`src/div_magic_number_generator_macros.svh`:
```
// Assertion macros used by div_magic_number_generator.sv.
`ifndef DIV_MAGIC_NUMBER_GENERATOR_MACROS_SVH
`define DIV_MAGIC_NUMBER_GENERATOR_MACROS_SVH

`ifndef SYNTHESIS

// Condition must hold at every clock edge outside reset.
`define DMG_ASSERT(label, clk, rst, cond) \
  label: assert property (@(posedge clk) disable iff (rst) (cond)) \
    else $error("assertion failed");

// Consequent must hold at the clock edge after the antecedent.
`define DMG_ASSERT_NEXT(label, clk, rst, ante, cons) \
  label: assert property (@(posedge clk) disable iff (rst) (ante) |=> (cons)) \
    else $error("assertion failed");

`else

`define DMG_ASSERT(label, clk, rst, cond)
`define DMG_ASSERT_NEXT(label, clk, rst, ante, cons)

`endif

`endif

```
`src/dmg_pkg.sv`:
```
`timescale 1ns / 1ps

package dmg_pkg;

  localparam int W = 32;

  localparam logic [W-1:0] TWO31   = 32'h8000_0000;
  localparam logic [W-1:0] TWO31M1 = 32'h7FFF_FFFF;
  localparam logic [6:0]   P_START = 7'd31;
  localparam logic [6:0]   P_LIMIT = 7'd64;
  localparam logic [6:0]   WORD    = 7'd32;

  localparam logic OP_UNSIGNED = 1'b0;
  localparam logic OP_SIGNED   = 1'b1;

  // divider request / response
  typedef struct packed {
    logic         start;
    logic [W-1:0] dividend;
    logic [W-1:0] divisor;
  } div_req_t;

  typedef struct packed {
    logic         done;
    logic [W-1:0] quotient;
    logic [W-1:0] remainder;
  } div_rsp_t;

endpackage

```
`src/div_magic_number_generator.sv`:
```
`timescale 1ns / 1ps
// Magic-number generator for division by a 32-bit constant.
// Input stream: s_tdata carries the divisor, s_tuser the mode (0 unsigned,
// 1 signed). Output stream: m_tdata carries magic, add_needed and shift;
// m_tuser flags a bad divisor (zero unsigned; -1, 0 or 1 signed), in which
// case the other fields are zero.
// One transaction is worked at a time; s_tready is high only while idle.
// A valid divisor runs three back-to-back divisions on one shared restoring
// divider (one quotient bit per cycle), then the doubling loop, each step an
// update and then an exactness test, up to 33 steps. A bad divisor goes
// straight to the output stage. s_tready returns together with m_tvalid.
// The result waits in an output register; if the receiver stalls, the next
// item is still accepted and worked, and its result is held back until the
// output register is free.
// Reset (rst, synchronous) returns the sequencer to idle and drops m_tvalid.
`include "div_magic_number_generator_macros.svh"

module div_magic_number_generator (
  input  logic        clk,
  input  logic        rst,
  input  logic        s_tvalid,
  output logic        s_tready,
  input  logic [31:0] s_tdata,   // [31:0] divisor
  input  logic        s_tuser,   // [0] op
  output logic        m_tvalid,
  input  logic        m_tready,
  output logic [39:0] m_tdata,   // [31:0] magic, [32] add_needed, [38:33] shift, pad
  output logic        m_tuser    // [0] bad_divisor
);

  localparam logic [2:0] ST_IDLE = 3'd0;
  localparam logic [2:0] ST_DIV0 = 3'd1;
  localparam logic [2:0] ST_DIV1 = 3'd2;
  localparam logic [2:0] ST_DIV2 = 3'd3;
  localparam logic [2:0] ST_STEP = 3'd4;
  localparam logic [2:0] ST_TEST = 3'd5;
  localparam logic [2:0] ST_FIN  = 3'd6;

  localparam int W = dmg_pkg::W;

  logic [2:0]   state;
  logic         op_r;
  logic         neg;
  logic         bad_r;
  logic         add_r;
  logic [6:0]   p;
  logic [W-1:0] dd;
  logic [W-1:0] nc;
  logic [W-1:0] q1;
  logic [W-1:0] r1;
  logic [W-1:0] q2;
  logic [W-1:0] r2;

  dmg_pkg::div_req_t req;
  dmg_pkg::div_rsp_t rsp;

  logic         accept;
  logic         in_bad;
  logic         in_neg;
  logic [W-1:0] in_ad;
  logic [W-1:0] nc_next;
  logic         bit_u;
  logic         c1;
  logic         c2;
  logic [W-1:0] q1_next;
  logic [W-1:0] r1_next;
  logic [W-1:0] q2_next;
  logic [W-1:0] r2_next;
  logic         add_next;
  logic [W-1:0] delta;
  logic         cont;
  logic         out_free;
  logic [W-1:0] magic_out;
  logic [6:0]   shift_wide;

  dmg_divider u_div (
    .clk (clk),
    .rst (rst),
    .req (req),
    .rsp (rsp)
  );

  assign s_tready = (state == ST_IDLE);
  assign accept   = s_tvalid && s_tready;
  assign out_free = !m_tvalid || m_tready;

  assign in_neg = (s_tuser == dmg_pkg::OP_SIGNED) && s_tdata[W-1];
  assign in_ad  = in_neg ? (~s_tdata + 32'd1) : s_tdata;
  assign in_bad = (s_tdata == '0) ||
                  ((s_tuser == dmg_pkg::OP_SIGNED) &&
                   ((s_tdata == 32'd1) || (s_tdata == '1)));

  // unsigned: ~(-d mod d); signed: 2^31 - 1 + neg - (t mod |d|)
  assign nc_next = (op_r == dmg_pkg::OP_SIGNED) ?
                   (dmg_pkg::TWO31M1 + {31'd0, neg} - rsp.remainder) :
                   ~rsp.remainder;

  always_comb begin
    req.start    = 1'b0;
    req.dividend = dmg_pkg::TWO31;
    req.divisor  = dd;
    unique case (state)
      ST_IDLE: begin
        req.start    = accept && !in_bad;
        req.dividend = (s_tuser == dmg_pkg::OP_SIGNED) ?
                       (dmg_pkg::TWO31 + {31'd0, in_neg}) : (~s_tdata + 32'd1);
        req.divisor  = in_ad;
      end
      ST_DIV0: begin
        req.start    = rsp.done;
        req.dividend = dmg_pkg::TWO31;
        req.divisor  = nc_next;
      end
      ST_DIV1: begin
        req.start    = rsp.done;
        req.dividend = (op_r == dmg_pkg::OP_SIGNED) ? dmg_pkg::TWO31 : dmg_pkg::TWO31M1;
        req.divisor  = dd;
      end
      default: begin
        req.start = 1'b0;
      end
    endcase
  end

  // one doubling step; unsigned mode carries the extra low one in r2
  assign bit_u   = (op_r == dmg_pkg::OP_UNSIGNED);
  assign c1      = r1 >= (nc - r1);
  assign q1_next = {q1[W-2:0], c1};
  assign r1_next = {r1[W-2:0], 1'b0} - (c1 ? nc : '0);
  assign c2      = (r2 + {31'd0, bit_u}) >= (dd - r2);
  assign q2_next = {q2[W-2:0], c2};
  assign r2_next = {r2[W-2:0], bit_u} - (c2 ? dd : '0);
  assign add_next = add_r ||
                    (bit_u && (c2 ? (q2 >= dmg_pkg::TWO31M1) : (q2 >= dmg_pkg::TWO31)));

  assign delta = dd - {31'd0, bit_u} - r2;
  assign cont  = (p < dmg_pkg::P_LIMIT) && ((q1 < delta) || ((q1 == delta) && (r1 == '0)));

  assign magic_out  = neg ? ~q2 : (q2 + 32'd1);
  assign shift_wide = p - dmg_pkg::WORD;

  always_ff @(posedge clk) begin
    if (rst) begin
      state    <= ST_IDLE;
      m_tvalid <= 1'b0;
    end else begin
      if ((state == ST_FIN) && out_free) begin
        m_tvalid <= 1'b1;
      end else if (m_tready) begin
        m_tvalid <= 1'b0;
      end
      unique case (state)
        ST_IDLE: begin
          if (accept) begin
            state <= in_bad ? ST_FIN : ST_DIV0;
          end
        end
        ST_DIV0: begin
          if (rsp.done) begin
            state <= ST_DIV1;
          end
        end
        ST_DIV1: begin
          if (rsp.done) begin
            state <= ST_DIV2;
          end
        end
        ST_DIV2: begin
          if (rsp.done) begin
            state <= ST_STEP;
          end
        end
        ST_STEP: begin
          state <= ST_TEST;
        end
        ST_TEST: begin
          state <= cont ? ST_STEP : ST_FIN;
        end
        ST_FIN: begin
          if (out_free) begin
            state <= ST_IDLE;
          end
        end
        default: begin
          state <= ST_IDLE;
        end
      endcase
    end
  end

  always_ff @(posedge clk) begin
    unique case (state)
      ST_IDLE: begin
        if (accept) begin
          op_r  <= s_tuser;
          neg   <= in_neg;
          bad_r <= in_bad;
          dd    <= in_ad;
          add_r <= 1'b0;
          p     <= dmg_pkg::P_START;
        end
      end
      ST_DIV0: begin
        if (rsp.done) begin
          nc <= nc_next;
        end
      end
      ST_DIV1: begin
        if (rsp.done) begin
          q1 <= rsp.quotient;
          r1 <= rsp.remainder;
        end
      end
      ST_DIV2: begin
        if (rsp.done) begin
          q2 <= rsp.quotient;
          r2 <= rsp.remainder;
        end
      end
      ST_STEP: begin
        q1    <= q1_next;
        r1    <= r1_next;
        q2    <= q2_next;
        r2    <= r2_next;
        add_r <= add_next;
        p     <= p + 7'd1;
      end
      ST_FIN: begin
        if (out_free) begin
          m_tdata[31:0]  <= bad_r ? '0 : magic_out;
          m_tdata[32]    <= bad_r ? 1'b0 : add_r;
          m_tdata[38:33] <= bad_r ? 6'd0 : shift_wide[5:0];
          m_tdata[39]    <= 1'b0;
          m_tuser        <= bad_r;
        end
      end
      default: begin
      end
    endcase
  end

  // divider only finishes while the sequencer waits on it
  `DMG_ASSERT(a_div_done_state, clk, rst,
    !rsp.done || (state == ST_DIV0) || (state == ST_DIV1) || (state == ST_DIV2))
  // doubling loop stays within its bound
  `DMG_ASSERT(a_p_bound, clk, rst,
    (state == ST_IDLE) || (state == ST_FIN) || (p <= dmg_pkg::P_LIMIT))
  // a bad divisor result carries all-zero fields
  `DMG_ASSERT(a_bad_zero, clk, rst,
    !(m_tvalid && m_tuser) || (m_tdata[38:0] == 39'd0))
  // a fresh result only comes out of the final state
  `DMG_ASSERT_NEXT(a_load_from_fin, clk, rst,
    !m_tvalid && (state != ST_FIN), !m_tvalid)

endmodule

```
`src/dmg_divider.sv`:
```
`timescale 1ns / 1ps

// Restoring divider, one quotient bit per cycle. Divisor must be nonzero.
module dmg_divider (
  input  logic              clk,
  input  logic              rst,
  input  dmg_pkg::div_req_t req,
  output dmg_pkg::div_rsp_t rsp
);

  logic                    busy;
  logic                    done;
  logic [4:0]              cnt;
  logic [dmg_pkg::W-1:0]   rem;
  logic [dmg_pkg::W-1:0]   quo;
  logic [dmg_pkg::W-1:0]   dvs;
  logic [dmg_pkg::W:0]     sh;
  logic [dmg_pkg::W:0]     diff;
  logic                    ge;

  assign sh   = {rem, quo[dmg_pkg::W-1]};
  assign ge   = sh >= {1'b0, dvs};
  assign diff = sh - {1'b0, dvs};

  always_ff @(posedge clk) begin
    if (rst) begin
      busy <= 1'b0;
      done <= 1'b0;
      cnt  <= '0;
    end else begin
      done <= busy && !req.start && (cnt == 5'd31);
      if (req.start) begin
        busy <= 1'b1;
        cnt  <= '0;
      end else if (busy) begin
        cnt <= cnt + 5'd1;
        if (cnt == 5'd31) begin
          busy <= 1'b0;
        end
      end
    end
  end

  always_ff @(posedge clk) begin
    if (req.start) begin
      quo <= req.dividend;
      dvs <= req.divisor;
      rem <= '0;
    end else if (busy) begin
      rem <= ge ? diff[dmg_pkg::W-1:0] : sh[dmg_pkg::W-1:0];
      quo <= {quo[dmg_pkg::W-2:0], ge};
    end
  end

  assign rsp.done      = done;
  assign rsp.quotient  = quo;
  assign rsp.remainder = rem;

endmodule
```
`config.mk`:
```
export PLATFORM = sky130hd
export DESIGN_NAME = div_magic_number_generator
export DESIGN_NICKNAME = d
export VERILOG_FILES = /design/src/dmg_pkg.sv /design/src/div_magic_number_generator.sv /design/src/dmg_divider.sv
export VERILOG_INCLUDE_DIRS = /design/src /design/src/src
export SDC_FILE = /design/constraint.sdc
export NUM_CORES = 1
export LEC_CHECK = 0
export ABC_AREA = 1
export BUFFER_PORTS_ARGS = -buffer_cell sky130_fd_sc_hd__buf_2
export CAP_MARGIN = 40
export CELL_PAD_IN_SITES_DETAIL_PLACEMENT = 1
export CELL_PAD_IN_SITES_GLOBAL_PLACEMENT = 1
export CORE_ASPECT_RATIO = 0.8
export CORE_UTILIZATION = 44
export DETAILED_ROUTE_END_ITERATION = 16
export PLACE_DENSITY_LB_ADDON = 0.12
export REMOVE_ABC_BUFFERS = 1
export SLEW_MARGIN = 15
export SYNTH_ARGS = -nofsm -noshare
export SYNTH_HDL_FRONTEND = slang
export SYNTH_SLANG_ARGS = --single-unit
export TNS_END_PERCENT = 50
```
`constraint.sdc`:
```
create_clock -name clk -period 6.2 [get_ports clk]
set_input_delay 0 -clock clk [delete_from_list [all_inputs] [get_ports clk]]
set_output_delay 0 -clock clk [all_outputs]
set_load 0.01 [all_outputs]
```
==> qor.yml, run 1 <==
min_path:
  hold_class: "in2reg"
clock_tree:
  cts.root.buffer_cell: "clkbuf_16"
  cts_sinks: 350
  clk_path_buf_depth: 3
  htree_levels: 2
  clk_latency_ns: 0.59
  cts.reportedPaths.clkPinSlew_ns: 0.06
  cts_tree: "done"
  cts_buffers: 43
sta:
  post-route-period-util_pct: 104
  period_minus_slack_ns: 6.44
  rsz0062_at_grt: "yes"
  slew-limit-headroom_pct: 38.7
  hold_slack_ns: 0.00723
  finalClockSkew_ns: 0.0242
  fmaxAchievable_mhz: 155
  tightest_slew_ns: 0.919
  setup_ws_ns: -0.240
  setup_tns_ns: -2.38
  setup_viol: 20
  slew_violations: 0
  hold_viol_final: 0
worst_setup_path:
  cp_data_required_time_ns: 6.51
  critical_path_peak_fanout: 6
  cpPeakStageDelay_ns: 0.57
  slowest_stage: "nor3_1"
  cp-start-kind: "flop"
  end_kind: "flop"
  path_common_cell: "o21ai_2"
  path_class: "reg2reg"
  cp.arrival_ns: 6.75
synthesis:
  synth_area_um2: 30600
  synthFlopType: "edfxtp_1"
  synth_compound_area_share_pct: 17.2
  synth_fa_ha_area_share_pct: 13.6
  synth_top_family_by_area: "simple AND/OR/NAND/NOR gates"
  syn_avg_cell_area_um2: 7.52
  syn_inst: 4066
  yosysSeqAreaShare_pct: 33.0
  ys_ff_latch: 350
  synthMuxAreaShare_pct: 0
  yosys.area_share.simple_pct: 22.0
  synthArstFlopShare_pct: 0
  ys_types: 68
  synth_edf_count: 307
  yosysWarnings: 0
  synth_xor_area_share_pct: 5.53
route:
  drt_pass1_iterations: 5
  drc: 0
  routedWlPerCell_um: 23.5
  post_drt_via_cell_ratio: 5.77
  antenna_left: 0
  totalWireLength_um: 133000
  vias: 32745
  drt_iter0_drc: 3079
run_status:
  run_status: "finished with violations"
  violations: "setup timing"
final_layout:
  fill_cells: 8568
  final_cell_count_no_fill: 5673
  nets: 5080
  top_register: "m_tdata"
  syn_to_final_growth_pct: 29.2
  drive_gt1_share_pct: 22.0
  largest_register_ffs: 39
  final_area_um2: 39500
grt:
  grt_first_pass_wirelength_um: 196000
  grt_max_degree: 73
  grt_overflow: 0
  track_usage_pct: 36.6
  antenna_found_initial: 1
  grt_pass1_vias: 32558
placement:
  placed_area_um2: 35900
  dpl.cell_count: 5520
  place.gp.congestion: 0.964
  numPortBuffers: 78
  place_hpwl_um: 103000
power_and_ir_drop:
  p_leak_uw: 0.0181
  ir_drop_uv: 193
  p_per_area_nw_per_um2: 227
  p_total_uw: 8960
floorplan:
  num_rows: 86
  io_pins: 80
  dieArea_um2: 70500
  fp.coreArea_um2: 68800
  start_util_pct: 44.4
  die_x_um: 297
  fp.dieH_um: 238
flow_run:
  cap_violations: 0
-- synth_stat cells, types with 15 or more instances --
cell | n | area, µm²
nor2_1 | 301 | 1130
or2_2 | 15 | 93.8
nand4_1 | 45 | 282
edfxtp_1 | 307 | 9220
o21ai_0 | 314 | 1570
a31oi_1 | 31 | 194
nor3_1 | 76 | 380
a21oi_1 | 375 | 1880
ha_1 | 322 | 4030
nand2_1 | 875 | 3280
o21ai_1 | 30 | 150
inv_1 | 604 | 2270
dfxtp_1 | 43 | 861
clkbuf_1 | 62 | 233
nor4_1 | 36 | 225
nor2_2 | 15 | 93.8
o21bai_1 | 16 | 120
o21a_1 | 35 | 263
xor2_1 | 143 | 1250
o22ai_1 | 18 | 113
o221ai_1 | 15 | 131
xnor2_1 | 50 | 438
nand3_1 | 151 | 756
o211ai_1 | 19 | 143
-- worst paths after layout --
path                                    from           end  slack, ns  depth (start not counted)
worst max-delay path                   r2[4]        r2[28]      -0.24                         37
worst min-delay path             s_tdata[22]        dd[22]      0.007                          3
worst max register to register         r2[4]        r2[28]      -0.24                         37
worst min register to register  u_div.cnt[4]  u_div.cnt[4]       0.48                          2
-- cell type report --
class	instances	area, µm²	area share [%]
Clock inverter	21	260	0.659
Inverter	615	2310	5.86
Sequential cell	350	10100	25.5
Antenna cell	1	2.50	0.00634
Clock buffer	58	1240	3.15
Tap cell	924	1160	2.93
Timing Repair Buffer	683	5180	13.1
Multi-Input combinational cell	3021	19200	48.8
-- placed cells by master (no fill, tap or decap), drive strengths merged, types with 20 or more instances in the layout --
| cell | count |
|---|---|
| nand4 | 46 |
| dlygate4sd3 | 20 |
| dfxtp | 43 |
| a21oi | 384 |
| edfxtp | 307 |
| clkbuf | 59 |
| xnor2 | 50 |
| a31oi | 32 |
| nor2 | 320 |
| buf | 662 |
| xor2 | 143 |
| nor3 | 84 |
| ha | 322 |
| nor4 | 42 |
| nand2 | 880 |
| inv | 615 |
| nand3 | 157 |
| o21ai | 350 |
| o21a | 35 |
-- metrics by stage --
| stage | setup slack [ns] | utilization (%) |
|---|---|---|
| CTS | -0.0992 | 56.1 |
| finish | -0.240 | 57.4 |
| detailed placement | -0.708 | 52.2 |
| global placement | -0.538 | 52.0 |
| global route | -0.417 | 57.4 |
| floorplan | -2.89 | - |
-- report_power, final --
group          internal, µW  switching, µW
combinational          1230           2070
sequential             2790           76.1
clock                  1660           1140
-- cells by family (layout without fill, tap and decap cells) --
logic type,Yosys count,in the layout
flops,350,350
other cells,1,2
fa+ha+maj,329,329
simple gates,1560,1560
buf+inv,695,1377
compound gates,938,938
xor+xnor,193,193
-- timing repair --
| action | in CTS | in global routing |
|---|---|---|
| gates cloned | 1 | 0 |
| pin swaps | 58 | 86 |
| resized for setup | 163 | 164 |
| setup buffers | 22 | 29 |
| hold buffers | 20 | 0 |
| endpoints found under the hold margin | 30 | 0 |
| setup endpoints to repair | 42 | 47 |
-- critical path: cells and delay by family (launching register included) --
family                   cells  cell delay (ns)
AND/OR/NAND/NOR             13             2.07
AO/OA/AOI/OAI               11             1.52
buffers and inverters        9             1.16
adder cells (fa/ha/maj)      3             0.86
flip-flops                   1             0.38
XOR/XNOR                     1             0.15
-- per-layer routing --
layer  vias up  part of all wire, %  track usage, %  wire length (µm)
li1      15087                    -               -                 -
met1     16044                   46            53.9             61500
met2      1378                   41            52.8             55200
met3       236                  9.4            8.67             12500
met4         0                  3.0            9.83              4000
met5         -                    0               0                 0
(Power assumes the default switching activity.)
==> inputs of run 2 (changes only) <==
--- a/config.mk
+++ b/config.mk
@@ -14,7 +14,7 @@
 export CORE_ASPECT_RATIO = 0.8
 export CORE_UTILIZATION = 44
 export DETAILED_ROUTE_END_ITERATION = 16
-export PLACE_DENSITY_LB_ADDON = 0.12
+export PLACE_DENSITY_LB_ADDON = 0.1
 export REMOVE_ABC_BUFFERS = 1
 export SLEW_MARGIN = 15
 export SYNTH_ARGS = -nofsm -noshare
==> run 2 against run 1 <==
The run still ends with setup timing left. Flip-flop and latch count stayed put. Final cell count down 0.62%. Register-to-register slack improved by 0.10 ns. Worst hold slack improved by 0.033 ns. Core utilization down 0.51 points. Worst setup slack improved by 0.10 ns. Clock power is 7.1% lower. Sequential power about the same. Maximum frequency rose by 1.6%. Routed wire length increased by 1.1%. Die area did not move. Global-route usage decreased by 0.57 points. Critical path type unchanged. Largest cell class unchanged.
==> qor.yml, run 2 (synthesis gave the netlist of run 1 again) <==
clock_tree:
  cts_buffers: 42  # -2.3%
  cts_sinks: 350  # unchanged
  cts_tree: "done"
  cts.reportedPaths.clkPinSlew_ns: 0.07  # about the same
  htree_levels: 2  # unchanged
  clk_path_buf_depth: 3  # unchanged
  cts.root.buffer_cell: "clkbuf_16"
  clk_latency_ns: 0.59  # about the same
worst_setup_path:
  path_common_cell: "nand3_4"
  cp-start-kind: "flop"
  rrSetupSlack_ns: -0.14  # +0.10 ns
  cp.arrival_ns: 6.65  # -0.10 ns
  rr_startpoint: "op_r"
  r2r_cells: 40  # +8.1%
  slowest_stage: "edfxtp_1"
  end_kind: "flop"
  r2r-end: "r2[26]"
  cp_data_required_time_ns: 6.52  # about the same
  path_class: "reg2reg"
  critical_path_peak_fanout: 5  # -1
  cpPeakStageDelay_ns: 0.42  # -0.15 ns
floorplan:
  start_util_pct: 44.4  # unchanged
  io_pins: 80  # unchanged
  fp.dieH_um: 238  # unchanged
  num_rows: 86  # unchanged
  fp.coreArea_um2: 68800  # unchanged
  die_x_um: 297  # unchanged
  dieArea_um2: 70500  # unchanged
final_layout:
  num_antenna_cells: 0  # -1
  drive_gt1_share_pct: 21.4  # -0.60 points
  final_cell_mix: "827 x nand2_1, 591 x inv_1, 529 x buf_4"
  nets: 5048  # -0.63%
  finish.utilization_pct: 56.9  # -0.51 points
  final_cell_count_no_fill: 5638  # -0.62%
  largest_register_ffs: 39  # unchanged
  final_common_cell: "nand2_1"
  top_register: "m_tdata"
  syn_to_final_growth_pct: 28.0
grt:
  use_met3_pct: 8.06  # -0.61 points
  grt_pass1_vias: 31816  # -2.3%
  grt_max_degree: 73  # unchanged
  track_usage_pct: 36.0  # -0.57 points
  antenna_found_initial: 3  # +2
  grt_first_pass_wirelength_um: 193000  # -1.8%
  use_met2_pct: 51.1  # -1.7 points
  grt_use_met1_pct: 53.7  # -0.14 points
  grt_overflow: 0  # unchanged
  grt-busiest-layer: "met1"
placement:
  place_hpwl_um: 103000  # -0.16%
  dpl_worst_slack_ns: -0.809  # -0.101 ns
  dpl.cell_count: 5500  # -0.36%
  place.gp.congestion: 0.981  # +1.7%
  numPortBuffers: 78  # unchanged
route:
  vias: 32480  # -0.81%
  drc: 0  # unchanged
  routedWlPerCell_um: 23.9  # +1.8%
  totalWireLength_um: 135000  # +1.1%
  drt_iter0_drc: 3279  # +6.5%
  post_drt_via_cell_ratio: 5.76  # -0.19%
  antenna_left: 0  # unchanged
  drt_pass1_iterations: 5  # unchanged
sta:
  post-route-period-util_pct: 102  # -1.7 points
  slew-limit-headroom_pct: 35.1  # -3.5 points
  slew_violations: 0  # unchanged
  setup_tns_ns: -0.326  # +2.05 ns
  rsz0062_at_grt: "yes"
  finalClockSkew_ns: 0.0227  # -0.00146 ns
  tightest_slew_ns: 0.973  # +0.0542 ns
  hold_viol_final: 0  # unchanged
  setup_viol: 4  # -80%
  period_minus_slack_ns: 6.34  # -0.104 ns
  fmaxAchievable_mhz: 158  # +1.6%
  setup_ws_ns: -0.136  # +0.104 ns
min_path:
  hp-start: "s_tdata[24]"
  hold_depth: 4  # +1
  hold_class: "in2reg"
  min_to: "u_div.quo[24]"
power_and_ir_drop:
  p_leak_uw: 0.0179  # -1.3%
  p_per_area_nw_per_um2: 225  # -0.91%
  ir_drop_uv: 202  # +4.8%
run_status:
  run_status: "finished with violations"
  violations: "setup timing"
flow_run:
  cap_violations: 0  # unchanged
run 2: cell types whose count changed in the layout (fill, tap and decap cells not counted), moves of 4 or more:
| cell | previous run | this run |
|---|---|---|
| buf_6 | 17 | 12 |
| buf_4 | 555 | 529 |
| nand3_4 | 9 | 13 |
| inv_2 | 24 | 19 |
| clkinvlp_4 | 0 | 4 |
| inv_1 | 587 | 591 |
| a21oi_2 | 49 | 44 |
run 2: repair_timing:
item	CTS	global route
endpoints found under the hold margin	29	0
resized for setup	106	221
setup buffers	10	28
hold buffers	20	0
gates cloned	0	5
setup endpoints to repair	42	50
pin swaps	37	91
run 2: worst max-delay path: cells and delay by family (launching register included):
kind,cells,cell delay [ns]
AO/OA/AOI/OAI,4,0.40
XOR/XNOR,1,0.16
adder cells (fa/ha/maj),3,0.73
buffers and inverters,10,1.46
flip-flops,1,0.42
AND/OR/NAND/NOR,22,2.88
run 2: area by class of cell:
class	count	area [µm²]
clock buffers	57	1190
clock inverters	19	188
fillers	8502	29600
inverters	615	2320
multi-input cells	3022	19300
flip-flops and latches	350	10100
well taps	924	1160
repair buffers	651	4930
run 2: stage by stage:
stage / power (µW) / instance area (µm²) / hold slack, ns
2_1_floorplan: 4480 / 30200 / 0.0691
3_3_place_gp: 5600 / 35600 / 0.246
3_5_place_dp: 5700 / 35700 / 0.250
4_1_cts: 8400 / 37800 / 0.0166
5_1_grt: 9110 / 39100 / 0.0526
6_report: 8800 / 39100 / 0.0398
run 2: metal layers:
metal,vias up,share of wire (%)
met5,-,0.0074
met4,2,3.3
met3,222,9.5
met2,1358,41
met1,15869,46
li1,15029,-
run 2: worst max-delay path by stage:
stage	from	to	slack [ns]	cells after the start
floorplan	state[0]	q1[0]	-2.89	5
global placement	r2[2]	r2[28]	-0.56	35
detailed placement	dd[10]	r2[28]	-0.81	37
CTS	op_r	r2[28]	-0.12	39
global route	op_r	r2[26]	-0.32	39
finish	op_r	r2[26]	-0.14	40
run 2: power breakdown:
group	internal (µW)	switching [µW]	total, µW
combinational	1240	2090	3330
clock	1480	1130	2600
sequential	2790	79.4	2870
total	5500	3300	8800
